### src/rtl/core/kfet_ram.sv
module kfet_ram #(
    parameter int WIDTH = 8,
    parameter int DEPTH = 16
) (
    input  logic                     aclk,
    input  logic                     we,
    input  logic [$clog2(DEPTH)-1:0] waddr,
    input  logic [WIDTH-1:0]         wdata,
    input  logic                     re,
    input  logic [$clog2(DEPTH)-1:0] raddr,
    output logic [WIDTH-1:0]         rdata
);

    logic [WIDTH-1:0] mem [DEPTH];

    always_ff @(posedge aclk) begin
        if (we) begin
            mem[waddr] <= wdata;
        end
        if (re) begin
            rdata <= mem[raddr];
        end
    end

endmodule

### config.mk
export PLATFORM = sky130hd
export DESIGN_NAME = kfet_ram
export DESIGN_NICKNAME = d
export VERILOG_FILES = /design/src/rtl/core/kfet_ram.sv
export SDC_FILE = /design/constraint.sdc
export NUM_CORES = 1
export LEC_CHECK = 0
export ABC_AREA = 0
export BUFFER_PORTS_ARGS = -buffer_cell sky130_fd_sc_hd__buf_2
export CORE_MARGIN = 2
export CORE_UTILIZATION = 50
export DETAILED_ROUTE_END_ITERATION = 12
export PLACE_DENSITY = 0.7
export SYNTH_ARGS = -nofsm -noshare
export SYNTH_HDL_FRONTEND = slang
export SYNTH_SLANG_ARGS = --single-unit
### constraint.sdc
create_clock -name aclk -period 1.69 [get_ports aclk]
set_clock_uncertainty 0.15 [all_clocks]
set_input_delay 0.0845 -clock aclk [delete_from_list [all_inputs] [get_ports aclk]]
set_output_delay 0.0845 -clock aclk [all_outputs]
set_load 0.005 [all_outputs]
==> metrics.md <==
| Metric | Value |
|---|---|
| Max-cap violations | `0` |
| Cell Chain, Critical Path | `mux4_1, a22oi_2, nand2_1` |
| Largest net degree at the start of global routing | `33` |
| Synthesis-stage register bit count | `136` |
| N_diodes | `0` |
| Iter 0 DRT Violations | `99` |
| Final setup fails | `0` |
| Post-synthesis cell area | `5230 um^2` |
| Max incr delay on CP | `~0.50 ns` |
| Commonest cells in the netlist | `136 x edfxtp_1, 18 x mux4_2, 16 x a22oi_1, 14 x mux4_1, 13 x nor2_1` |
| Post-DRT Antenna Nets | `0` |
| Cells after synthesis | `about 230` |
| DP Cell Count | `403` |
| Layout area overhead | `21.0%` |
| Final Cell Area | `6330 um^2` |
| CTS buffer count | `17` |
| Worst Path Max Fanout | `1` |
| Yosys top cell area share | `78.1%` |
| Initial antenna violation count | `0` |
| Pre-antenna DRT Iters | `4` |
| Clk_lat worst skew | `0.51 ns` |
| Clock transition at path regs | `0.06 ns` |
| Max VDD drop | `574 uV` |
| Setup CP Type | `register to register` |
| Crit path buffers/inverters | `0` |
| DR DRC count | `0` |
| EDFF count, synth | `136` |
| Total GRT Usage | `between 10% and 20%` |
| Pins Over Slew Limit | `0` |
| Distinct cells, synth | `18` |
| Non-filler cells, final | `443` |
| CP arrival | `1.70 ns` |
| Asr flop ratio synth | `0%` |
| HP Class | `input port to register` |
| H-tree depth | `4` |
| Die Span Y | `106 um` |
| Endpoints failing hold | `0` |
| Die X | `106 um` |
| Most common cell in the netlist | `edfxtp_1` |
| Die area | `11300 um^2` |
| Worst r2r dst | `rdata[5]` |
| WL final | `9260 um` |
| Reg-to-reg slack, setup | `0.08 ns` |
| Pwr per Cell Area | `1200 nW/um^2` |
| Synth Flop Type | `edfxtp_1` |
| Biggest area consumer among synthesized cells | `edfxtp_1` |
| Row cnt | `37` |
| Worst Tran Pin Value | `0.386 ns` |
| First-pass GRT wire length | `14300 um` |
| RSZ-0062 raised after global routing | `no` |
| Leak | `2.16 nW` |
| WP depth | `3` |
| Required @ worst endpoint | `1.79 ns` |
| Vias in the first global route | `between 2000 and 3000` |
| Mean number of vias per cell | `5.59` |
| HPWL Detailed | `5940 um` |
| Syn_nets | `248` |
| Core Area | `10200 um^2` |
| TritonCTS clock tree | `built` |
| RR Startpoint | `mem[3][5]` |
| Worst Setup SP | `mem[3][5]` |
| CP max-delay cell | `mux4_1` |
| IO Port Bufs | `26` |
| Grt ovf | `0` |
| Post-layout min period | `1.61 ns` |
| Worst Setup EP | `rdata[5]` |
| Fin nets | `316` |
| Synth top area cells | `edfxtp_1 78%, mux4_2 7.8%, mux4_1 7.0%` |
| Mean post-synth cell area | `22.8 um^2` |
| CP Capture Type | `register` |
| Vias | `2477` |
| Delay-heaviest family, CP | `multiplexers` |
| Max clock buf depth | `2` |
| R2R cell count | `3` |
| Layout cells sized above 1 | `30.9%` |
| Status | `finished, final reports clean` |
| Root Buffer | `clkbuf_8` |
| Final period utilization | `95.0%` |
| Headroom to the max-slew limit | `74.3%` |
| Clock sinks | `around 140` |
| Final hold slack | `roughly 0.015 ns` |
| Initial core utilization | `51.1%` |
| Synth warnings | `0` |
| Post-DP Area | `about 5700 um^2` |
| Seq/Total Area, Yosys | `78.1%` |
| F_max | `623 MHz` |
| DR WL/cell | `20.9 um` |
| Gpl congestion | `~0.76` |
| Io pins | `27` |
| Worst Setup Start Kind | `register` |
==> worst min-delay path by stage <==
stage	startpoint	end	slack, ns	depth (start not counted)
final	waddr[1]	mem[12][3]	0.01	3
after floorplan	wdata[0]	mem[0][0]	0.03	0
after detailed placement	re	rdata[0]	0.31	1
after global placement	re	rdata[0]	0.32	1
after global routing	waddr[1]	mem[12][3]	0.01	3
after CTS	waddr[1]	mem[12][3]	0.007	3
==> power by group <==
group          leakage [nW]  switching [W]  internal, W
sequential             1.24      0.0000205      0.00380
clock                 0.267        0.00123      0.00219
combinational         0.657       0.000193     0.000176
total                  2.16        0.00144      0.00617
==> registers in the layout, indices dropped and copies added, names as in the netlist <==
name	count
rdata	8
mem	128
==> worst min-delay path, delay by kind of cell <==
kind,cells,cell delay [ns]
AND/OR/NAND/NOR,1,0.08
buffers and inverters,2,0.33
==> final cells by class <==
cell class | instances | area (um^2)
Clock buffer | 17 | 414
Tap cell | 136 | 170
Clock inverter | 12 | 136
Timing Repair Buffer | 59 | 455
Sequential cell | 136 | 4080
Fill cell | 709 | 3900
Multi-Input combinational cell | 83 | 1070
==> logic make-up after synthesis <==
logic type | synth area share (%)
buffers and inverters | 1.65
muxes | 14.8
DFF | 78.1
and+or+nand+nor | 3.14
AOI/OAI and AO/OA | 2.30
==> stage by stage <==
stage               setup TNS [ns]  worst slack [ns]  total power [W]  utilization, %
finish                           0            0.0840          0.00761            61.8
global route                     0            0.0175          0.00782            61.8
CTS                              0            0.0557          0.00765            61.8
detailed placement          -0.238           -0.0879          0.00425            55.3
global placement            -0.175           -0.0783          0.00423            55.3
floorplan                        0             0.173          0.00408               -
==> placed cells by master (no fill, tap or decap), types with 9 or more instances in the layout <==
cell,n
a22oi_1,15
dlygate4sd3_1,11
nor2_1,13
edfxtp_1,136
buf_4,18
buf_2,26
mux4_1,14
nand2_1,9
clkbuf_16,16
mux4_2,18
==> metal layers <==
| layer | global-route usage [%] | part of all wire (%) | vias to the layer above |
|---|---|---|---|
| li1 | - | - | 1112 |
| met3 | 5.58 | 4.9 | 14 |
| met1 | 22.8 | 42 | 1286 |
| met2 | 29.8 | 51 | 65 |
| met4 | 7.33 | 1.6 | 0 |
| met5 | 0 | 0 | - |
==> what timing repair did <==
| item | in CTS | in global routing |
|---|---|---|
| hold buffers | 11 | 0 |
| endpoints found under the setup margin | 0 | 1 |
| gates resized for setup | 0 | 1 |
| endpoints found under the hold margin | 144 | 0 |
| setup buffers | 0 | 0 |
(Power assumes the default switching activity.)
